`src/rtl/core/jslu_pkg.sv`:
```
// Shared types and constants of the string literal unescaper.
// Depends on nothing; every module of the block uses it.
package jslu_pkg;

  localparam int unsigned MaxRes    = 7;
  localparam int unsigned FifoDepth = 4;
  localparam int unsigned FifoPtrW  = 2;

  typedef enum logic [1:0] {
    StData   = 2'd0,
    StClosed = 2'd1,
    StError  = 2'd2
  } status_e;

  typedef struct packed {
    logic [7:0] in_byte;
    logic       end_of_text;
  } in_t;

  typedef struct packed {
    logic [7:0] out_byte;
    status_e    status;
    logic       last;
  } out_t;

  // All results caused by one input item; only the final one may carry a
  // non-data status.
  typedef struct packed {
    logic [MaxRes-1:0][7:0] bytes;
    logic [2:0]             cnt;
    status_e                status;
  } bundle_t;

  typedef struct packed {
    logic pop;
  } q_ctl_t;

endpackage

```
`src/rtl/core/jslu_fifo.sv`:
```
// Short queue of result bundles between the decoder front and the serializer.
// Depends on jslu_pkg.
module jslu_fifo (
  input  logic             clk_i,
  input  logic             rst_ni,
  input  logic             push_i,
  input  jslu_pkg::bundle_t data_i,
  output logic             full_o,
  input  jslu_pkg::q_ctl_t ctl_i,
  output logic             head_valid_o,
  output jslu_pkg::bundle_t head_o
);

  jslu_pkg::bundle_t mem_q [jslu_pkg::FifoDepth];
  logic [jslu_pkg::FifoPtrW-1:0] wr_q, rd_q;
  logic [jslu_pkg::FifoPtrW:0]   cnt_q;
  logic do_pop;

  assign full_o       = (cnt_q == (jslu_pkg::FifoPtrW + 1)'(jslu_pkg::FifoDepth));
  assign head_valid_o = (cnt_q != '0);
  assign head_o       = mem_q[rd_q];
  assign do_pop       = ctl_i.pop & head_valid_o;

  always_ff @(posedge clk_i) begin
    if (push_i) begin
      mem_q[wr_q] <= data_i;
    end
  end

  always_ff @(posedge clk_i or negedge rst_ni) begin
    if (!rst_ni) begin
      wr_q  <= '0;
      rd_q  <= '0;
      cnt_q <= '0;
    end else begin
      if (push_i) wr_q <= wr_q + 1'b1;
      if (do_pop) rd_q <= rd_q + 1'b1;
      if (push_i && !do_pop) cnt_q <= cnt_q + 1'b1;
      else if (!push_i && do_pop) cnt_q <= cnt_q - 1'b1;
    end
  end

endmodule

```
`src/rtl/core/jslu_front.sv`:
```
// Decoder front: classifies each source byte and builds its result bundle.
// Depends on jslu_pkg.
module jslu_front (
  input  logic              clk_i,
  input  logic              rst_ni,
  input  logic              in_valid_i,
  input  jslu_pkg::in_t     in_i,
  output logic              bundle_valid_o,
  output jslu_pkg::bundle_t bundle_o
);

  typedef enum logic [9:0] {
    PhIdle    = 10'b0000000001,
    PhBody    = 10'b0000000010,
    PhEsc     = 10'b0000000100,
    PhEscLs   = 10'b0000001000,
    PhXhex    = 10'b0000010000,
    PhUstart  = 10'b0000100000,
    PhU4      = 10'b0001000000,
    PhUbrace  = 10'b0010000000,
    PhSurWait = 10'b0100000000,
    PhSurBs   = 10'b1000000000
  } phase_e;

  typedef struct packed {
    logic [2:0]      len;
    logic [3:0][7:0] bytes;
  } enc_t;

  function automatic logic [4:0] hexval(input logic [7:0] b);
    logic [4:0] r;
    r = 5'd0;
    if (b >= 8'h30 && b <= 8'h39) r = {1'b1, 4'(b - 8'h30)};
    else if (b >= 8'h61 && b <= 8'h66) r = {1'b1, 4'(b - 8'h57)};
    else if (b >= 8'h41 && b <= 8'h46) r = {1'b1, 4'(b - 8'h37)};
    return r;
  endfunction

  function automatic enc_t encode(input logic [20:0] cp);
    enc_t e;
    e = '0;
    if (cp < 21'h80) begin
      e.len = 3'd1;
      e.bytes[0] = cp[7:0];
    end else if (cp < 21'h800) begin
      e.len = 3'd2;
      e.bytes[0] = {3'b110, cp[10:6]};
      e.bytes[1] = {2'b10, cp[5:0]};
    end else if (cp < 21'h10000) begin
      e.len = 3'd3;
      e.bytes[0] = {4'hE, cp[15:12]};
      e.bytes[1] = {2'b10, cp[11:6]};
      e.bytes[2] = {2'b10, cp[5:0]};
    end else begin
      e.len = 3'd4;
      e.bytes[0] = {5'b11110, cp[20:18]};
      e.bytes[1] = {2'b10, cp[17:12]};
      e.bytes[2] = {2'b10, cp[11:6]};
      e.bytes[3] = {2'b10, cp[5:0]};
    end
    return e;
  endfunction

  phase_e      phase_q, phase_d;
  logic        apos_q, apos_d;
  logic [20:0] acc_q, acc_d;
  logic        ovf_q, ovf_d;
  logic [2:0]  dcnt_q, dcnt_d;
  logic [9:0]  pend_q, pend_d;
  logic        pend_v_q, pend_v_d;
  logic [1:0]  held_q, held_d;
  logic        cr_q, cr_d;
  logic        second_q, second_d;

  logic [jslu_pkg::MaxRes-1:0][7:0] ob;
  logic [2:0]        on;
  jslu_pkg::status_e ost;
  logic [7:0]  b;
  logic [4:0]  hv;
  logic [24:0] nval;
  logic        do_flush, do_esc, do_body, do_finish, do_fail, do_close, do_clear;
  logic        join_low, skip;
  logic [20:0] fin_cp;
  enc_t        enc_f, enc_m;

  always_comb begin
    phase_d  = phase_q;
    apos_d   = apos_q;
    acc_d    = acc_q;
    ovf_d    = ovf_q;
    dcnt_d   = dcnt_q;
    pend_d   = pend_q;
    pend_v_d = pend_v_q;
    held_d   = held_q;
    cr_d     = cr_q;
    second_d = second_q;
    ob   = '0;
    on   = 3'd0;
    ost  = jslu_pkg::StData;
    b    = in_i.in_byte;
    hv   = hexval(b);
    nval = {acc_q, hv[3:0]};
    do_flush = 1'b0; do_esc = 1'b0; do_body = 1'b0; do_finish = 1'b0;
    do_fail = 1'b0; do_close = 1'b0; do_clear = 1'b0;
    join_low = 1'b0; skip = 1'b0;
    fin_cp = acc_q;
    enc_f = encode(21'hD800 + 21'(pend_q));
    enc_m = '0;

    if (in_i.end_of_text) begin
      if (phase_q != PhIdle) do_fail = 1'b1;
    end else begin
      case (phase_q)
        PhIdle: begin
          if (b == 8'h27 || b == 8'h22) begin
            do_clear = 1'b1;
          end else begin
            do_fail = 1'b1;
          end
        end
        PhBody: do_body = 1'b1;
        PhEsc:  do_esc = 1'b1;
        PhEscLs: begin
          if (held_q == 2'd1) begin
            if (b == 8'h80) begin
              held_d = 2'd2;
            end else begin
              ob[on] = 8'hE2; on = on + 3'd1;
              held_d = 2'd0; phase_d = PhBody; do_body = 1'b1;
            end
          end else begin
            held_d = 2'd0;
            phase_d = PhBody;
            if (!(b == 8'hA8 || b == 8'hA9)) begin
              ob[on] = 8'hE2; on = on + 3'd1;
              ob[on] = 8'h80; on = on + 3'd1;
              do_body = 1'b1;
            end
          end
        end
        PhXhex: begin
          if (!hv[4]) begin
            do_fail = 1'b1;
          end else begin
            acc_d  = {13'd0, acc_q[3:0], hv[3:0]};
            dcnt_d = dcnt_q + 3'd1;
            if (dcnt_q >= 3'd1) begin
              ob[on] = acc_d[7:0]; on = on + 3'd1;
              phase_d = PhBody;
            end
          end
        end
        PhUstart: begin
          if (hv[4]) begin
            acc_d = {17'd0, hv[3:0]}; dcnt_d = 3'd1; phase_d = PhU4;
          end else if (b == 8'h7B) begin
            acc_d = '0; dcnt_d = 3'd0; ovf_d = 1'b0; phase_d = PhUbrace;
          end else begin
            do_fail = 1'b1;
          end
        end
        PhU4: begin
          if (!hv[4]) begin
            do_fail = 1'b1;
          end else begin
            acc_d  = {5'd0, acc_q[11:0], hv[3:0]};
            dcnt_d = dcnt_q + 3'd1;
            if (dcnt_q >= 3'd3) begin
              do_finish = 1'b1;
              fin_cp = acc_d;
            end
          end
        end
        PhUbrace: begin
          if (hv[4]) begin
            if (nval > 25'h10FFFF) ovf_d = 1'b1;
            acc_d = nval[20:0];
            if (dcnt_q < 3'd7) dcnt_d = dcnt_q + 3'd1;
          end else if (b == 8'h7D && dcnt_q != 3'd0 && !ovf_q) begin
            do_finish = 1'b1;
          end else begin
            do_fail = 1'b1;
          end
        end
        PhSurWait: begin
          if (b == 8'h5C) begin
            phase_d = PhSurBs;
          end else begin
            do_flush = 1'b1; phase_d = PhBody; do_body = 1'b1;
          end
        end
        PhSurBs: begin
          if (b == 8'h75) begin
            second_d = 1'b1; phase_d = PhUstart;
          end else begin
            do_flush = 1'b1; do_esc = 1'b1;
          end
        end
        default: do_clear = 1'b1;
      endcase
    end

    // A finished code point that cannot pair with the pending high half
    // first pushes that half out on its own.
    if (do_finish && second_q && pend_v_q) begin
      if (fin_cp >= 21'hDC00 && fin_cp <= 21'hDFFF) join_low = 1'b1;
      else do_flush = 1'b1;
    end

    if (do_flush) begin
      for (int k = 0; k < 4; k++) begin
        if (3'(k) < enc_f.len) begin
          ob[on] = enc_f.bytes[k]; on = on + 3'd1;
        end
      end
      pend_v_d = 1'b0;
      pend_d   = '0;
    end

    if (do_esc) begin
      phase_d = PhBody;
      case (b)
        8'h0A: ;
        8'h0D: cr_d = 1'b1;
        8'hE2: begin phase_d = PhEscLs; held_d = 2'd1; end
        8'h62: begin ob[on] = 8'h08; on = on + 3'd1; end
        8'h66: begin ob[on] = 8'h0C; on = on + 3'd1; end
        8'h6E: begin ob[on] = 8'h0A; on = on + 3'd1; end
        8'h72: begin ob[on] = 8'h0D; on = on + 3'd1; end
        8'h74: begin ob[on] = 8'h09; on = on + 3'd1; end
        8'h76: begin ob[on] = 8'h0B; on = on + 3'd1; end
        8'h78: begin phase_d = PhXhex; acc_d = '0; dcnt_d = 3'd0; end
        8'h75: begin phase_d = PhUstart; second_d = pend_v_d; end
        default: begin ob[on] = b; on = on + 3'd1; end
      endcase
    end

    if (do_finish) begin
      second_d = 1'b0;
      if (join_low) begin
        enc_m    = encode(21'h10000 + {1'b0, pend_q, fin_cp[9:0]});
        pend_v_d = 1'b0;
        pend_d   = '0;
        phase_d  = PhBody;
      end else if (fin_cp >= 21'hD800 && fin_cp <= 21'hDBFF) begin
        pend_d   = fin_cp[9:0];
        pend_v_d = 1'b1;
        phase_d  = PhSurWait;
      end else begin
        enc_m   = encode(fin_cp);
        phase_d = PhBody;
      end
      for (int k = 0; k < 4; k++) begin
        if (3'(k) < enc_m.len) begin
          ob[on] = enc_m.bytes[k]; on = on + 3'd1;
        end
      end
    end

    if (do_body) begin
      if (cr_d) begin
        cr_d = 1'b0;
        if (b == 8'h0A) skip = 1'b1;
      end
      if (!skip) begin
        if (held_d == 2'd1) begin
          if (b == 8'h80) begin
            held_d = 2'd2; skip = 1'b1;
          end else begin
            ob[on] = 8'hE2; on = on + 3'd1; held_d = 2'd0;
          end
        end else if (held_d == 2'd2) begin
          if (b == 8'hA8 || b == 8'hA9) begin
            do_fail = 1'b1; skip = 1'b1;
          end else begin
            ob[on] = 8'hE2; on = on + 3'd1;
            ob[on] = 8'h80; on = on + 3'd1;
            held_d = 2'd0;
          end
        end
      end
      if (!skip) begin
        if (b == (apos_q ? 8'h27 : 8'h22)) do_close = 1'b1;
        else if (b == 8'h5C) phase_d = PhEsc;
        else if (b == 8'h0A || b == 8'h0D) do_fail = 1'b1;
        else if (b == 8'hE2) held_d = 2'd1;
        else begin ob[on] = b; on = on + 3'd1; end
      end
    end

    if (do_fail || do_close) begin
      ob[on] = 8'h00; on = on + 3'd1;
      ost = do_fail ? jslu_pkg::StError : jslu_pkg::StClosed;
      do_clear = 1'b1;
    end

    if (do_clear) begin
      phase_d = PhIdle; apos_d = 1'b0; acc_d = '0; ovf_d = 1'b0; dcnt_d = '0;
      pend_d = '0; pend_v_d = 1'b0; held_d = '0; cr_d = 1'b0; second_d = 1'b0;
      if (!in_i.end_of_text && phase_q == PhIdle && !do_fail) begin
        apos_d  = (b == 8'h27);
        phase_d = PhBody;
      end
    end
  end

  assign bundle_valid_o  = in_valid_i && (on != 3'd0);
  assign bundle_o.bytes  = ob;
  assign bundle_o.cnt    = on;
  assign bundle_o.status = ost;

  always_ff @(posedge clk_i or negedge rst_ni) begin
    if (!rst_ni) begin
      phase_q <= PhIdle; apos_q <= 1'b0; acc_q <= '0; ovf_q <= 1'b0; dcnt_q <= '0;
      pend_q <= '0; pend_v_q <= 1'b0; held_q <= '0; cr_q <= 1'b0; second_q <= 1'b0;
    end else if (in_valid_i) begin
      phase_q <= phase_d; apos_q <= apos_d; acc_q <= acc_d; ovf_q <= ovf_d;
      dcnt_q <= dcnt_d; pend_q <= pend_d; pend_v_q <= pend_v_d; held_q <= held_d;
      cr_q <= cr_d; second_q <= second_d;
    end
  end

endmodule

```
`src/rtl/core/jslu_back.sv`:
```
// Serializer back: hands out the results of the head bundle one per transfer.
// Depends on jslu_pkg.
module jslu_back (
  input  logic              clk_i,
  input  logic              rst_ni,
  input  logic              head_valid_i,
  input  jslu_pkg::bundle_t head_i,
  input  logic              pop_i,
  output jslu_pkg::q_ctl_t  ctl_o,
  output logic              empty_o,
  output jslu_pkg::out_t    out_o
);

  logic [2:0] idx_q, idx_d;
  logic       is_last, take;

  assign empty_o  = !head_valid_i;
  assign is_last  = (idx_q == head_i.cnt - 3'd1);
  assign take     = pop_i && head_valid_i;

  assign out_o.out_byte = head_i.bytes[idx_q];
  assign out_o.status   = is_last ? head_i.status : jslu_pkg::StData;
  assign out_o.last     = is_last;

  assign ctl_o.pop = take && is_last;

  always_comb begin
    idx_d = idx_q;
    if (take) idx_d = is_last ? 3'd0 : idx_q + 3'd1;
  end

  always_ff @(posedge clk_i or negedge rst_ni) begin
    if (!rst_ni) begin
      idx_q <= 3'd0;
    end else begin
      idx_q <= idx_d;
    end
  end

endmodule

```
`src/rtl/core/js_string_literal_unescaper.sv`:
```
// A source byte is decoded combinationally; its results are registered in the bundle queue.
// Throughput: one source byte per cycle while the result side keeps pace; results leave at
// one per cycle while pop is high, and a byte that expands to N results takes N transfers.
// A four-entry bundle queue absorbs such bursts before full rises.
// Reset: rst_ni low clears the decoder state to idle and empties the queue at once.
module js_string_literal_unescaper (
  input  logic           clk_i,
  input  logic           rst_ni,
  input  logic           push,
  output logic           full,
  input  jslu_pkg::in_t  in_i,
  output logic           empty,
  input  logic           pop,
  output jslu_pkg::out_t out_o
);

  // The front decodes one byte per transfer into a bundle of up to seven
  // results. Bytes that produce nothing never enter the queue.
  logic              accept;
  logic              bundle_valid;
  jslu_pkg::bundle_t bundle;
  logic              head_valid;
  jslu_pkg::bundle_t head;
  jslu_pkg::q_ctl_t  ctl;

  assign accept = push && !full;

  jslu_front u_front (
    .clk_i          (clk_i),
    .rst_ni         (rst_ni),
    .in_valid_i     (accept),
    .in_i           (in_i),
    .bundle_valid_o (bundle_valid),
    .bundle_o       (bundle)
  );

  // The queue decouples the two sides, so a stalled consumer does not stop
  // decoding until the queue is full.
  jslu_fifo u_fifo (
    .clk_i        (clk_i),
    .rst_ni       (rst_ni),
    .push_i       (bundle_valid),
    .data_i       (bundle),
    .full_o       (full),
    .ctl_i        (ctl),
    .head_valid_o (head_valid),
    .head_o       (head)
  );

  // The back walks through the head bundle one result per transfer and
  // releases the entry after its final result.
  jslu_back u_back (
    .clk_i        (clk_i),
    .rst_ni       (rst_ni),
    .head_valid_i (head_valid),
    .head_i       (head),
    .pop_i        (pop),
    .ctl_o        (ctl),
    .empty_o      (empty),
    .out_o        (out_o)
  );

endmodule

```
`config.mk`:
```
export PLATFORM = sky130hd
export DESIGN_NAME = js_string_literal_unescaper
export DESIGN_NICKNAME = d
export VERILOG_FILES = /design/src/rtl/core/jslu_pkg.sv /design/src/rtl/core/jslu_fifo.sv /design/src/rtl/core/jslu_front.sv /design/src/rtl/core/jslu_back.sv /design/src/rtl/core/js_string_literal_unescaper.sv
export SDC_FILE = /design/constraint.sdc
export NUM_CORES = 1
export LEC_CHECK = 0
export ABC_CLOCK_PERIOD_IN_PS = 33300
export BUFFER_PORTS_ARGS = -buffer_cell sky130_fd_sc_hd__buf_4
export CAP_MARGIN = 20
export CORE_UTILIZATION = 40
export CTS_BUF_LIST = sky130_fd_sc_hd__clkbuf_4
export DETAILED_ROUTE_END_ITERATION = 7
export PLACE_DENSITY_LB_ADDON = 0.2
export SLEW_MARGIN = 20
export SYNTH_ARGS = -nofsm -noshare
export SYNTH_HDL_FRONTEND = slang
export SYNTH_HIERARCHICAL = 1
export SYNTH_SLANG_ARGS = --single-unit
```
`constraint.sdc`:
```
create_clock -name clk_i -period 33.3 [get_ports clk_i]
set_input_delay 1.665 -clock clk_i [delete_from_list [all_inputs] [get_ports clk_i]]
set_output_delay 1.665 -clock clk_i [all_outputs]
set_load 0.02 [all_outputs]
```
### Word-level counts from Yosys, hierarchy flattened

Memories as Yosys holds them, arrays and structs flattened.
Cells that the tools add are included.

* $lt $le $gt $ge: 58
* bitwise logic cells: 27
* muxes and demuxes: 304
* equal/unequal tests: 41
* reduce and logical (&&, ||, !) cells: 51
* add/sub/neg operators: 25

Operators by type and width (number)
* $mux W56: 30
* $bwmux W56: 10
* $pmux W56 S7: 1
* $demux W8 S3: 13
* $mux W21: 13
* $mux W10: 22
* $mux W8: 26
* $mux W3: 55
* $mux W16: 8
* $and A42 B42 Y42: 3
* $not A42 Y42: 3
* $mux W35: 3
* $and A49 B49 Y49: 2
* $not A49 Y49: 2
* $eq A8 B7 Y1 const B: 11
* $pmux W21 S4: 1
* $mux W1: 77
* $mux W24: 3
* $and A35 B35 Y35: 2
* $not A35 Y35: 2
* $mux W22: 3
* $lt A21 B12 Y1 const B: 3
* $lt A21 B17 Y1 const B: 3
* $lt A21 B8 Y1 const B: 3
* other kinds (73): 207

* memories: 1
* memory bits (writable): 244
* output and inout bits: 13
* register bits: 61
* logic and storage cells: 521

Memories
* u_fifo.mem_q: words 4, width 61, read ports 1, clocked after Yosys merged registers in 0, wr ports 1, line jslu_fifo.sv:14 `jslu_pkg::bundle_t mem_q [jslu_pkg::FifoDepth];`

### Logic depth before layout (Yosys ltp)

* word-level depth: 60
* depth in mapped cells: 54
* gate-level depth less buffers: 47

### Modules after synthesis

Netlist, hierarchy kept.

By module, submodules not included
* jslu_front: seq. area each 1277.5 um^2, area an instance 11845.1 um^2, cells an instance 1841, times used 1
* jslu_fifo: seq. area each 7502.2 um^2, area an instance 9271.4 um^2, cells an instance 353, times used 1
* jslu_back: seq. area each 75.1 um^2, area an instance 710.7 um^2, cells an instance 75, times used 1
* js_string_literal_unescaper: seq. area each 0.0 um^2, area an instance 13.8 um^2, cells an instance 1, times used 1

### Least setup slack after synthesis

Ideal clock, no wire load.

* kind: input to register
* start point: in in_i[1] in the netlist's numbering
* end point: mem u_fifo/mem_q[1][0] in the netlist's numbering (enable)
* stages on the path: 48
* setup time: 425 ps
* required time: 32875 ps
* arrival: 12309 ps
* slack: 20566 ps
* buffers on the path: 6
* path through: clkbuf_1 > inv_1 > ha_1 > or3b_2 > nand4_1 > a211o_1 > a21o_1 > clkbuf_1 > ha_1 > inv_1 > o31ai_1 > nand2_1 > ha_1 > nor3_1 > a31oi_1 > ha_1 > mux2_2 > nand2_1 > (+12 left out) > nor2_1 > a21oi_1 > mux2i_1 > inv_1 > ha_1 > a211oi_1 > o21a_1 > buf_2 > ha_1 > a21oi_1 > a22o_1 > buf_2 > inv_1 > ha_1 > nand2_1 > xor2_1 > o21a_1 > and2_1

RTL lines
* from (decl): line js_string_literal_unescaper.sv:11 `input jslu_pkg::in_t in_i,`
* to (decl): line jslu_fifo.sv:14

==> results.ini <==
[outcome]
outcome = complete, no violations

[synth]
synth_top_area_share_pct = 33.55
yosys.cell_count.top_type = edfxtp_1
yosysTopAreaCell = edfxtp_1
ys_seq_area_share_pct = 40.54
syn_inst = 2270
syn_area_mm2 = 0.02184
yosysUniqueCellTypes = 113
synth_ff_type = edfxtp_1
synth_edf_count = 244
synth_common_cells = 244 x edfxtp_1, 233 x nand2_1, 200 x nor2_1
yosys_warnings = 6
synth_area_leaders = edfxtp_1 34%, dfrtp_1 6.9%, mux4_2 6.8%, a21oi_1 4.3%, nand2_1 4.0%
synth_nets = 2319
async_flop_share_pct = 20.00
avgSynthCellArea_um2 = 9.622
ys_ff_latch = 305

[clock_network]
cts_hold_buf = 0
ctsResizeCount = 0
clock_latency_ns = 0.85
cts-root-buf = clkbuf_4
htreeDepth = 3
cts_tree = yes
postCtsSetupBuffers = 0
clkTransAtPathRegs_ns = 0.06
clockBufferDepth = 3
cts_sinks = 305
cts_buffers = 79

[detailed_routing]
via_per_inst = 6.736
vias = 20302
wl_per_cell_um = 29.27
drtAntennaViolNets = 0
drtIter0Drc = 2889
routed_wl_um = 88220
dr.pass1.iters = 6
route.detailed.drc = 0

[sta]
post-route-period-util_pct = 40.48
rsz0062_at_grt = false
worstMarginPinSlew_ns = 1.224
period_needed_ns = 13.48
worst_clock_skew_ns = 0.1154
slew_violations = 0
max_slew_margin_pct = 17.51
setup_viol = 0
hold_viol = 0
fmax_mhz = 74.18
setup_tns_ns = 0

[worst_setup_path]
cp_max_fo = 61
end_kind = flop
worstPathRequired_ns = 33.68
slowest_delay_ns = 0.92
cp_common_cell = ha_1
crit_arrival_ns = 13.86
reg2reg_depth = 41
start_kind = input port
crit_slowest_cell = nor4b_1
path_class = in -> reg

[floorplanning]
num_rows = 85
num_io_pins = 26
fp.dieH_um = 235.7
start_util_pct = 40.51
core_area_mm2 = 0.05392
die-area_mm2 = 0.05554
die_w_um = 235.7

[power_and_ir_drop]
swShare_pct = 33.24
p_int_mw = 0.7918
clkPwrFrac_pct = 27.0
vdd_ir_drop_max_mv = 0.04605
leakagePower_nw = 8.475
pwr_density_cell_mw_per_mm2 = 50.45
power_switching_mw = 0.3942
pwr-share-seq_pct = 41.0
p_comb_share_pct = 32.0

[global_route]
grt_pass1_wl_um = 129500
gr-total-overflow = 0
antenna_found_initial = 5
grt.total_usage_pct = 31.46
grt_max_degree = 63
grt_pass1_vias = 19329

[placement]
post-place-cells = 2875
dp_hpwl_um = 64610
portBuffers = 25
place.gp.congestion = 1.043

[finish]
syn2layout_area_growth_pct = 7.625
layout-drive-gt1-share_pct = 14.70
fillers = 5284
nets = 2309
instances_no_fill = 3014

[hold_path]
hold_depth = 1
hold_class = reg -> reg

[job]
drv_cap = 0

==> final cells by class <==
cell class / count / area, um^2 / share of cell area (%)
Clock buffer: 111 / 833.3 / 3.545
Multi-Input combinational cell: 1746 / 12020 / 51.15
Inverter: 55 / 206.4 / 0.8783
Sequential cell: 305 / 8860 / 37.69
Timing Repair Buffer: 73 / 545.5 / 2.321
Clock inverter: 23 / 153.9 / 0.6547
Antenna cell: 5 / 12.51 / 0.05323
Tap cell: 696 / 870.8 / 3.705
==> kinds of logic (layout without fill, tap and decap cells) <==
| family | Yosys count | after routing | share of synthesized area [%] |
|---|---|---|---|
| AND/OR/NAND/NOR | 819 | 819 | 18.89 |
| buffers and inverters | 219 | 262 | 4.566 |
| XOR/XNOR | 34 | 34 | 1.713 |
| AO/OA/AOI/OAI | 716 | 716 | 21.67 |
| flip-flops | 305 | 305 | 40.54 |
| multiplexers | 141 | 141 | 10.53 |
| adder cells (fa/ha/maj) | 36 | 36 | 2.097 |
| other | 0 | 5 | 0 |
==> flip-flops by register name (all words and copies together), names as in the netlist, 2 cells and up <==
| name | count |
|---|---|
| u_front/pend_q | 10 |
| u_front/dcnt_q | 3 |
| u_front/acc_q | 21 |
| u_front/held_q | 2 |
| u_fifo/wr_q | 2 |
| u_front/phase_q | 10 |
| u_back/idx_q | 3 |
| u_fifo/mem_q | 244 |
| u_fifo/rd_q | 2 |
| u_fifo/cnt_q | 3 |
==> through the flow <==
stage	total power, mW	hold slack [ns]	setup WS, ns	instance area [um^2]	utilization, %
after floorplan	0.7824	0.4471	20.57	21840	-
after global placement	0.8764	0.4623	19.82	22500	41.73
after detailed placement	0.8802	0.4836	19.40	22510	41.74
after CTS	1.205	0.4932	20.18	23490	43.57
after global routing	1.249	0.5487	19.12	23500	43.58
final	1.186	0.4849	19.82	23510	43.59
==> power groups by stage <==
stage,clock [mW],sequential [mW],combinational (mW)
after CTS,0.331,0.488,0.386
final,0.320,0.486,0.380
after global routing,0.350,0.492,0.407
after floorplan,0,0.481,0.302
after detailed placement,0,0.495,0.385
after global placement,0,0.493,0.383
==> metal layers <==
layer / vias to the layer above / global-route usage (%) / part of all wire [%]
li1: 8760 / - / -
met1: 10059 / 42.43 / 42
met2: 1182 / 47.39 / 43
met3: 297 / 6.531 / 8.9
met4: 4 / 16.87 / 6.2
met5: - / 0 / 0.033
==> placed cells by master (no fill, tap or decap), types with 26 or more instances in the layout <==
cell type and instances:
mux2i_1 61, clkbuf_4 111, ha_1 35, inv_1 54, nor4_1 26, o21ai_0 167
nor3_1 71, nand3_1 63, edfxtp_1 244, nand2_1 233, mux4_2 66, dfrtp_1 58
a211oi_1 27, o211ai_1 27, nor2_1 199, a31oi_1 31, a21oi_1 186, buf_4 72
==> final timing paths <==
check	from	endpoint	slack, ns
hold reg to reg	u_fifo/cnt_q[2]	u_fifo/cnt_q[2]	0.48
setup reg to reg	u_front/phase_q[1]	u_fifo/mem_q[3][58]	20.33
hold / removal	u_fifo/cnt_q[2]	u_fifo/cnt_q[2]	0.48
max in group asynchronous	rst_ni	u_fifo/rd_q[0]	31.67
min in group asynchronous	rst_ni	u_front/pend_q[4]	0.92
setup / recovery	in_i[2]	u_fifo/mem_q[3][58]	19.82
==> critical path: cells and delay by family <==
kind | cells | cell delay [ns]
buffers and inverters | 11 | 2.27
muxes | 3 | 1.16
xor gates and xnor gates | 1 | 0.33
AOI/OAI and AO/OA | 9 | 2.74
and+or+nand+nor | 10 | 2.70
adders and majority gates | 9 | 2.80
Note: power is estimated with default switching activity, not from simulation.
